<file path="config.mk">
export PLATFORM = sky130hd
export DESIGN_NAME = bucketed_hash_table
export DESIGN_NICKNAME = d
export VERILOG_FILES = /design/src/sv/bht_pkg.sv /design/src/sv/bht_mod.sv /design/src/sv/bucketed_hash_table.sv
export SDC_FILE = /design/constraint.sdc
export NUM_CORES = 2
export LEC_CHECK = 0
export BUFFER_PORTS_ARGS = -buffer_cell sky130_fd_sc_hd__buf_4
export CORE_UTILIZATION = 41
export CTS_CLUSTER_SIZE = 14
export DETAILED_ROUTE_END_ITERATION = 6
export GPL_TIMING_DRIVEN = 0
export PLACE_DENSITY = 0.64
export SETUP_SLACK_MARGIN = 0.1
export SYNTH_ARGS = -nofsm -noshare
export SYNTH_HDL_FRONTEND = slang
export SYNTH_SLANG_ARGS = --single-unit
</file>
<file path="constraint.sdc">
create_clock -name i_clk -period 12.85 [get_ports i_clk]
set_input_delay 1.285 -clock i_clk [delete_from_list [all_inputs] [get_ports i_clk]]
set_output_delay 1.285 -clock i_clk [all_outputs]
set_load 0.01 [all_outputs]
</file>
<file path="src/sv/bht_pkg.sv">
// Types and constants for the bucketed hash table.
// No dependencies; used by the top level, the remainder unit and the checker.
package bht_pkg;

    localparam int KEY_W     = 31;
    localparam int VAL_W     = 32;
    localparam int BKT_OUT_W = 4;

    typedef enum logic {
        KIND_INSERT = 1'b0,
        KIND_REMOVE = 1'b1
    } t_kind;

    typedef enum logic [2:0] {
        STAT_INSERTED  = 3'd0,
        STAT_REPLACED  = 3'd1,
        STAT_REMOVED   = 3'd2,
        STAT_NOT_FOUND = 3'd3,
        STAT_FULL      = 3'd4
    } t_status;

    typedef enum logic [2:0] {
        ST_IDLE,
        ST_MOD,
        ST_RD,
        ST_CMP,
        ST_WR
    } t_state;

endpackage

</file>
<file path="src/sv/bht_mod.sv">
// Remainder unit: key modulo BUCKETS by reciprocal multiplication; key, quotient and remainder are registered in turn.
// Depends on bht_pkg.
module bht_mod
    import bht_pkg::*;
#(
    parameter int BUCKETS = 10
) (
    input  logic                 i_clk,
    input  logic                 i_rst_n,
    input  logic                 i_start,
    input  logic [KEY_W-1:0]     i_key,
    output logic                 o_done,
    output logic [(BUCKETS > 1 ? $clog2(BUCKETS) : 1)-1:0] o_rem
);

    localparam int BW    = (BUCKETS > 1) ? $clog2(BUCKETS) : 1;
    localparam int LW    = $clog2(BUCKETS);
    localparam int SHIFT = KEY_W + LW;
    localparam int RW    = KEY_W + 1;
    localparam longint unsigned RECIP =
        ((64'd1 << SHIFT) + 64'(BUCKETS) - 64'd1) / 64'(BUCKETS);

    logic                  r_stg1;
    logic                  r_stg2;
    logic                  r_done;
    logic [KEY_W-1:0]      r_key;
    logic [KEY_W-1:0]      r_quo;
    logic [BW-1:0]         r_rem;
    logic [KEY_W+RW-1:0]   prod;
    logic [KEY_W-1:0]      quo;
    logic [KEY_W-1:0]      back;
    logic [KEY_W-1:0]      diff;

    // quotient = (key * ceil(2^SHIFT / BUCKETS)) >> SHIFT, exact for 31-bit keys
    assign prod = {{RW{1'b0}}, r_key} * {{KEY_W{1'b0}}, RW'(RECIP)};
    assign quo  = KEY_W'(prod >> SHIFT);
    assign back = r_quo * KEY_W'(BUCKETS);
    assign diff = r_key - back;

    always_ff @(posedge i_clk) begin
        if (!i_rst_n) begin
            r_stg1 <= 1'b0;
            r_stg2 <= 1'b0;
            r_done <= 1'b0;
        end else begin
            r_stg1 <= i_start;
            r_stg2 <= r_stg1;
            r_done <= r_stg2;
        end
    end

    always_ff @(posedge i_clk) begin
        if (i_start) begin
            r_key <= i_key;
        end
        if (r_stg1) begin
            r_quo <= quo;
        end
        if (r_stg2) begin
            r_rem <= BW'(diff);
        end
    end

    assign o_done = r_done;
    assign o_rem  = r_rem;

endmodule

</file>
<file path="src/sv/bucketed_hash_table.sv">
// Bucketed key/value table, top level.
// Depends on bht_pkg and bht_mod.
//
// Request channel: i_valid with i_kind, i_key, i_value; the block drives o_stall.
// A request is taken when i_valid is high and o_stall is low. o_stall is high
// while a request is in progress.
// Result channel: o_valid with o_status, o_table_empty, o_bucket; the receiver
// drives i_stall. A result is held unchanged until taken.
// Sequence: the bucket comes from the reciprocal-multiply remainder unit and
// is handed to the sequencer, then each slot of the bucket costs a key memory
// read and a compare, then the row is updated. The next request is taken the
// cycle after.
// One request is handled at a time: a new one is taken only after the current
// one has updated its row.
// A finished result waits in the output register while the next request runs;
// if it is still not taken when the next one finishes, the update waits.
// Reset clears all slot valid marks, the entry count and the output valid.
module bucketed_hash_table
    import bht_pkg::*;
#(
    parameter int BUCKETS          = 10,
    parameter int SLOTS_PER_BUCKET = 4
) (
    input  logic                 i_clk,
    input  logic                 i_rst_n,
    input  logic                 i_valid,
    output logic                 o_stall,
    input  logic                 i_kind,
    input  logic [KEY_W-1:0]     i_key,
    input  logic [VAL_W-1:0]     i_value,
    output logic                 o_valid,
    input  logic                 i_stall,
    output logic [2:0]           o_status,
    output logic                 o_table_empty,
    output logic [BKT_OUT_W-1:0] o_bucket
);

    localparam int TOTAL = BUCKETS * SLOTS_PER_BUCKET;
    localparam int BW    = (BUCKETS > 1) ? $clog2(BUCKETS) : 1;
    localparam int IW    = (TOTAL > 1) ? $clog2(TOTAL) : 1;
    localparam int SW    = (SLOTS_PER_BUCKET > 1) ? $clog2(SLOTS_PER_BUCKET) : 1;
    localparam int CW    = $clog2(TOTAL + 1);

    t_state r_state, n_state;

    logic             r_kind;
    logic [KEY_W-1:0] r_key;
    logic [VAL_W-1:0] r_value;
    logic [IW-1:0]    r_idx;
    logic [SW-1:0]    r_slot;
    logic             r_hit;
    logic [IW-1:0]    r_hit_idx;
    logic             r_free;
    logic [IW-1:0]    r_free_idx;
    logic [TOTAL-1:0] r_valid;
    logic [CW-1:0]    r_count;
    logic [KEY_W-1:0] r_rd_key;
    logic [BKT_OUT_W-1:0] r_bucket;

    logic [KEY_W-1:0] r_key_mem [TOTAL];
    logic [VAL_W-1:0] r_val_mem [TOTAL];

    logic                 r_out_valid;
    t_status              r_out_status;
    logic                 r_out_empty;
    logic [BKT_OUT_W-1:0] r_out_bucket;

    logic          mod_done;
    logic [BW-1:0] mod_rem;
    logic [IW-1:0] base_idx;
    logic [BW+BKT_OUT_W-1:0] bkt_ext;

    logic    in_acc;
    logic    c_start;
    logic    c_init;
    logic    c_rd;
    logic    c_cmp;
    logic    c_wr;
    logic    slot_last;

    t_status       wr_status;
    logic [IW-1:0] wr_idx;
    logic          we_key;
    logic          we_val;
    logic          set_v;
    logic          clr_v;
    logic [CW-1:0] n_count;

    bht_mod #(
        .BUCKETS (BUCKETS)
    ) u_bht_mod (
        .i_clk   (i_clk),
        .i_rst_n (i_rst_n),
        .i_start (c_start),
        .i_key   (i_key),
        .o_done  (mod_done),
        .o_rem   (mod_rem)
    );

    assign in_acc    = i_valid && !o_stall;
    assign slot_last = (r_slot == SW'(SLOTS_PER_BUCKET - 1));
    assign base_idx  = IW'(IW'(mod_rem) * IW'(SLOTS_PER_BUCKET));
    assign bkt_ext   = {{BKT_OUT_W{1'b0}}, mod_rem};

    always_comb begin
        n_state = r_state;
        unique case (r_state)
            ST_IDLE: if (in_acc)   n_state = ST_MOD;
            ST_MOD:  if (mod_done) n_state = ST_RD;
            ST_RD:   n_state = ST_CMP;
            ST_CMP:  n_state = slot_last ? ST_WR : ST_RD;
            ST_WR:   if (!(r_out_valid && i_stall)) n_state = ST_IDLE;
            default: n_state = ST_IDLE;
        endcase
    end

    always_comb begin
        c_start = 1'b0;
        c_init  = 1'b0;
        c_rd    = 1'b0;
        c_cmp   = 1'b0;
        c_wr    = 1'b0;
        o_stall = 1'b1;
        unique case (r_state)
            ST_IDLE: begin
                o_stall = 1'b0;
                c_start = i_valid;
            end
            ST_MOD:  c_init = mod_done;
            ST_RD:   c_rd   = 1'b1;
            ST_CMP:  c_cmp  = 1'b1;
            ST_WR:   c_wr   = !(r_out_valid && i_stall);
            default: ;
        endcase
    end

    // Row update decision
    always_comb begin
        wr_status = STAT_NOT_FOUND;
        wr_idx    = r_hit_idx;
        we_key    = 1'b0;
        we_val    = 1'b0;
        set_v     = 1'b0;
        clr_v     = 1'b0;
        n_count   = r_count;
        if (r_kind == KIND_INSERT) begin
            if (r_hit) begin
                wr_status = STAT_REPLACED;
                we_val    = c_wr;
            end else if (r_free) begin
                wr_status = STAT_INSERTED;
                wr_idx    = r_free_idx;
                we_key    = c_wr;
                we_val    = c_wr;
                set_v     = c_wr;
                n_count   = r_count + 1'b1;
            end else begin
                wr_status = STAT_FULL;
            end
        end else begin
            if (r_hit) begin
                wr_status = STAT_REMOVED;
                clr_v     = c_wr;
                n_count   = r_count - 1'b1;
            end
        end
    end

    always_ff @(posedge i_clk) begin
        if (!i_rst_n) begin
            r_state     <= ST_IDLE;
            r_valid     <= '0;
            r_count     <= '0;
            r_out_valid <= 1'b0;
        end else begin
            r_state <= n_state;
            if (o_valid && !i_stall) begin
                r_out_valid <= 1'b0;
            end
            if (c_wr) begin
                r_out_valid <= 1'b1;
                r_count     <= n_count;
                if (set_v) r_valid[wr_idx] <= 1'b1;
                if (clr_v) r_valid[wr_idx] <= 1'b0;
            end
        end
    end

    always_ff @(posedge i_clk) begin
        if (c_start) begin
            r_kind  <= i_kind;
            r_key   <= i_key;
            r_value <= i_value;
        end
        if (c_init) begin
            r_idx    <= base_idx;
            r_slot   <= '0;
            r_hit    <= 1'b0;
            r_free   <= 1'b0;
            r_bucket <= bkt_ext[BKT_OUT_W-1:0];
        end
        if (c_cmp) begin
            if (r_valid[r_idx]) begin
                if (!r_hit && r_rd_key == r_key) begin
                    r_hit     <= 1'b1;
                    r_hit_idx <= r_idx;
                end
            end else if (!r_free) begin
                r_free     <= 1'b1;
                r_free_idx <= r_idx;
            end
            if (!slot_last) begin
                r_idx  <= r_idx + 1'b1;
                r_slot <= r_slot + 1'b1;
            end
        end
        if (c_wr) begin
            r_out_status <= wr_status;
            r_out_empty  <= (n_count == '0);
            r_out_bucket <= r_bucket;
        end
    end

    always_ff @(posedge i_clk) begin
        if (c_rd) begin
            r_rd_key <= r_key_mem[r_idx];
        end
        if (we_key) begin
            r_key_mem[wr_idx] <= r_key;
        end
        if (we_val) begin
            r_val_mem[wr_idx] <= r_value;
        end
    end

    assign o_valid       = r_out_valid;
    assign o_status      = r_out_status;
    assign o_table_empty = r_out_empty;
    assign o_bucket      = r_out_bucket;

endmodule

</file>
---- Word-level counts from Yosys, hierarchy flattened ----
Memories as Yosys holds them, arrays and structs flattened. A register that Yosys moved wholly into a read port is not among the register bits.
Index checks and enable logic that the tools add are counted.
word-level totals
  memory bits (read-only) ................. 0
  bits in latches ......................... 0
  memories ................................ 1
  word-level logic and storage cells ...... 113
  flip-flop bits (word level) ............. 151
  RAM bits ................................ 1240
memory list
  name       words  bits a word  read ports  clocked after memory_dff  write ports  line                       text
  r_key_mem  40     31           1           1                         1            bucketed_hash_table.sv:60  logic [KEY_W-1:0] r_key_mem [TOTAL];
operators by class
  multiply operators ...................... 2
  shifts and indexed selects .............. 0
  bitwise operators ....................... 5
  reduce and logical (&&, ||, !) cells .... 14
  equal/unequal tests ..................... 9
  divide/modulo/power cells ............... 0
  multiplexer cells ....................... 53
  order comparisons ....................... 3
  add/sub/neg operators ................... 5
operators by type and width
  kind                                                                                  number
  40-bit 2-to-1 mux                                                                     4
  31-bit by 32-bit multiplier with 63-bit output (second input constant)                1
  6-bit 2-to-1 mux                                                                      10
  40-bit bitwise AND                                                                    1
  40-bit inverter                                                                       1
  40-bit OR                                                                             1
  31-bit equality test                                                                  1
  28-bit by 3-bit multiplier with 3-bit output (second input constant)                  1
  1-bit 2-to-1 mux                                                                      26
  3-bit 2-to-1 mux                                                                      7
  3-bit case mux with 5 select lines                                                    1
  6-bit by 7-bit < comparator with 1-bit output (second input constant)                 2
  6-bit by 1-bit adder with 6-bit output (second input constant)                        2
  3-bit AND reduction                                                                   3
  1-bit binary-select mux with 6-bit select                                             1
  1-bit demux with 6-bit select                                                         1
  3-bit by 2-bit equality test with 1-bit output (second input constant)                2
  6-bit by 1-bit greater-or-equal comparator with 1-bit output (second input constant)  1
  6-bit zero test                                                                       1
  2-bit 2-to-1 mux                                                                      3
  6-bit by 1-bit subtractor with 6-bit output (second input constant)                   1
  1-bit logical AND                                                                     5
  2-bit != test (second input constant)                                                 2
  4-bit subtractor                                                                      1
  other kinds (9)                                                                       12

---- Depth between registers and ports, before layout ----
  word-level depth ........................ 13
  mapped depth ............................ 24
  mapped depth without buffers ............ 23

---- Cells and area by module ----
From an unflattened synthesis, not the netlist that was laid out.
second synthesis, totals
  cell total of the unflattened synthesis .. 3103
  area, all modules ....................... 61753.0 µm²
modules (own cells, without submodules)
  module               instances  area an instance (µm²)  sequential area each (µm²)  cells an instance
  bucketed_hash_table  1          53022.1                 41049.4                     2334
  bht_mod              1          8730.9                  1201.2                      769

---- Least setup slack after synthesis ----
No wires, ideal clock.
  path kind ............................... register to register
  from .................................... register, netlist name r_key[4]
  to ...................................... register u_bht_mod.r_quo[1] (data pin)
  slack ................................... 5910 ps
  required time ........................... 12674 ps
  stages on the path, launching flop included .. 20
  path buffers ............................ 0
  data arrival time ....................... 6764 ps
  cell sequence ........................... edfxtp_1 > ha_1 > inv_1 > fa_1 > fa_1 > fa_1 > inv_1 > fa_1 > inv_1 > fa_1 > inv_1 > fa_1 > fa_1 > ha_1 > and3_1 > nand4_1 > or4_1 > o211a_1 > o2111a_1 > nor4_1
RTL lines
  element               line           text
  end signal, assigned  bht_mod.sv:57  r_quo <= quo;
  end, declared         bht_mod.sv:27  logic [KEY_W-1:0] r_quo;

==> impl_metrics.toml <==
[cells_and_area]
stdcell_count = 5379
area_growth_pct = 15.8
final_layout_size_suffix_gt1_share_pct = 24.8
seqCellArea_um2 = 41300
finalNetCount = 3773
final_core_util_pct = 47.8
nFillCells = 12100
final_area_um2 = 70600
multi_input_area_um2 = 18300

[die]
die_width_um = 388
num_rows = 141
die_area_um2 = 150000
io_pins = 78
coreArea_um2 = 148000
initial_utilization_pct = 41.3
die_h_um = 388

[power_and_ir_drop]
power.internal_mw = 10.8
p_total_mw = 17.2
peakVddDrop_v = 0.000942
cellLeakagePower_nw = 23.7
p_clk_share_pct = 23.3
switching_share_pct = 37.5
comb_power_share_pct = 46.7
sequentialPowerShare_pct = 30.1
power_density_nw_per_um2 = 244
power_switching_mw = 6.47

[yosys]
syn-num-nets = 3498
synth_common_cells = "edfxtp_1, mux4_2, inv_1"
avgSynthCellArea_um2 = 19.9
synthArstFlopShare_pct = 0
yosysMostFrequentCell = "edfxtp_1"
synth-seq-cells = 1397
synthesis.area_um2 = 61000
synthTopCellsByArea = "edfxtp_1, mux4_2, fa_1, ha_1, dfxtp_1"
ys_seq_area_share_pct = 67.8
synth_edf_count = 1334
synth_top_cell_by_area = "edfxtp_1"
synth_top_cell_area_share_pct = 65.7
ys.warnings.count = 0
synthFlopType = "edfxtp_1"
synthCells = 3062
synth_cell_types = 62

[critical_path]
critPathMaxStageDelay_ps = 990
cp_common_cell = "fa_1"
critPathRequiredTime_ps = 13280
worst-path-buf-inv = 4
r2r_start = "r_key[5]"
cpMaxStageDelayCell = "edfxtp_1"
reg2reg_depth = 19
r2r-end = "u_bht_mod.r_quo[1]"
crit_type = "register to register"
cp-start-kind = "register"
cpLargestDelayFamily = "adder cells"
cp.depth = 19
crit_chain = "inv_1, ha_1, fa_1, fa_1, fa_1, inv_1, fa_1, inv_1, fa_1, inv_1, fa_1, fa_1, ha_1, and3_1, nand4_1, or4_1, o211a_1, o2111a_1, nor4_1"
cp_max_fo = 20
end_kind = "register"
rrSetupSlack_ps = 4550
worstPathArrival_ps = 8730

[timing]
fmax_ghz = 0.120
tightest_slew_ps = 1380
finalWorstSetupSlack_ps = 4550
max-slew-margin-rel_pct = 7.93
hold_slack_ps = 422
hold_viol = 0
tns_ps = 0
finalMaxSlewViolations = 0
finalSetupViolCount = 0
rsz0062_at_grt = "false"
period_needed_ps = 8300
finalCritPeriodShare_pct = 64.6
clock_skew_ps = 48.6

[global_route]
grt_first_pass_wirelength_um = 217000
grt_use_total_pct = 20.0
grt_pass1_vias = 31100
grt_max_degree = 46
grt_overflow = 0
antenna_found_initial = 5

[clocking]
clkSlewWorstSetupHoldPaths_ps = 60
cts_setup_buffers = 0
clkSinkCount = 1397
cts_hold_buf = 0
cts_buffers = 144
cts_tree = "yes"
cts.htree.levels = 4
clock_insertion_delay_worst_skew_ps = 790
cts.path.max_buffers = 3
cts.root.buffer_cell = "clkbuf_16"
cts.repair.resized = 0

[place]
place_area_um2 = 66000
portBuffers = 44
place_ws_ps = 4420
hpwl_um = 100000
dp.cells = 5118
gp_congestion = 0.877

[min_path]
min_from = "r_bucket[2]"
hold_path_depth = 0
worst_hold_path_type = "register to register"
holdPathEnd = "o_bucket[2]"

[routing]
drt_first_pass_iters = 6
drc_errors = 0
via_count = 30100
post_drt_wl_per_cell_um = 27.3
ant_nets = 0
drt-initial-drc-count = 3220
drt-total-wl_um = 147000
viasPerCell = 5.60

[status]
status = "finished clean"

[flow_run]
cap_viol_max_count = 0
[sequential cells by signal (all words and copies together) (netlist names), 2 cells and up]
register,count
o_bucket,4
o_status,3
r_bucket,4
r_count,6
r_free_idx,6
r_hit_idx,6
r_idx,6
r_key,31
r_key_mem,1240
r_rd_key,31
r_slot,2
r_state,3
r_valid,40
u_bht_mod.o_rem,4
u_bht_mod.r_quo,3
[power groups by stage]
| stage | clock (mW) | sequential (mW) | combinational (mW) |
|---|---|---|---|
| 6_report | 4.01 | 5.18 | 8.05 |
| 2_1_floorplan | 0 | 5.29 | 5.71 |
| 5_1_grt | 4.24 | 5.18 | 9.29 |
| 4_1_cts | 4.07 | 5.19 | 8.16 |
| 3_5_place_dp | 0 | 5.28 | 8.06 |
| 3_3_place_gp | 0 | 5.34 | 7.89 |
[how the worst max path moves through the flow]
stage,end,startpoint,slack (ps)
after global routing,u_bht_mod.r_quo[1],r_key[5],4130
after detailed placement,u_bht_mod.r_quo[1],r_key[14],4420
after floorplan,u_bht_mod.r_quo[1],r_key[4],5910
final,u_bht_mod.r_quo[1],r_key[5],4550
after CTS,u_bht_mod.r_quo[1],r_key[14],4350
after global placement,u_bht_mod.r_quo[1],r_key[4],3770
[metal layers]
| metal | track usage (%) | wire length, µm |
|---|---|---|
| met1 | 28.4 | 61700 |
| met2 | 32.7 | 72700 |
| met3 | 2.67 | 9800 |
| met4 | 4.83 | 2760 |
| met5 | 0 | 0 |
[cell families (layout without fill, tap and decap cells)]
logic type | Yosys count | count (layout) | synth area share (%)
flip-flops | 1397 | 1397 | 67.8
multiplexers | 395 | 395 | 14.3
buffers and inverters | 387 | 773 | 2.74
adder cells (fa/ha/maj) | 368 | 368 | 9.72
AND/OR/NAND/NOR | 277 | 277 | 2.23
AO/OA/AOI/OAI | 183 | 183 | 2.36
XOR/XNOR | 55 | 55 | 0.858
other | 0 | 1 | 0
[placed cells by master (no fill, tap or decap), types with 16 or more instances in the layout]
cell type	instances
edfxtp_1	1334
mux4_2	378
inv_1	266
ha_1	192
fa_1	176
clkbuf_16	147
nand2_1	88
clkbuf_1	80
dfxtp_1	63
buf_4	56
buf_16	48
nor2_4	40
o221a_2	39
nand2b_1	35
buf_2	35
buf_12	35
o211ai_1	33
a22oi_1	30
xnor2_1	29
a21oi_1	24
clkinv_1	24
nor2_1	23
xor2_1	23
nand3_1	21
clkinv_2	20
buf_6	18
o21ai_0	16
[cell type report]
type	count	area share (%)
Inverter	267	1.42
Antenna cell	1	0.00355
Buffer	120	0.947
Timing Repair Buffer	129	3.35
Clock buffer	192	5.56
Multi-Input combinational cell	1278	25.9
Sequential cell	1397	58.5
Clock inverter	65	0.858
Tap cell	1930	3.42
Note: power is estimated with default switching activity, not from simulation.
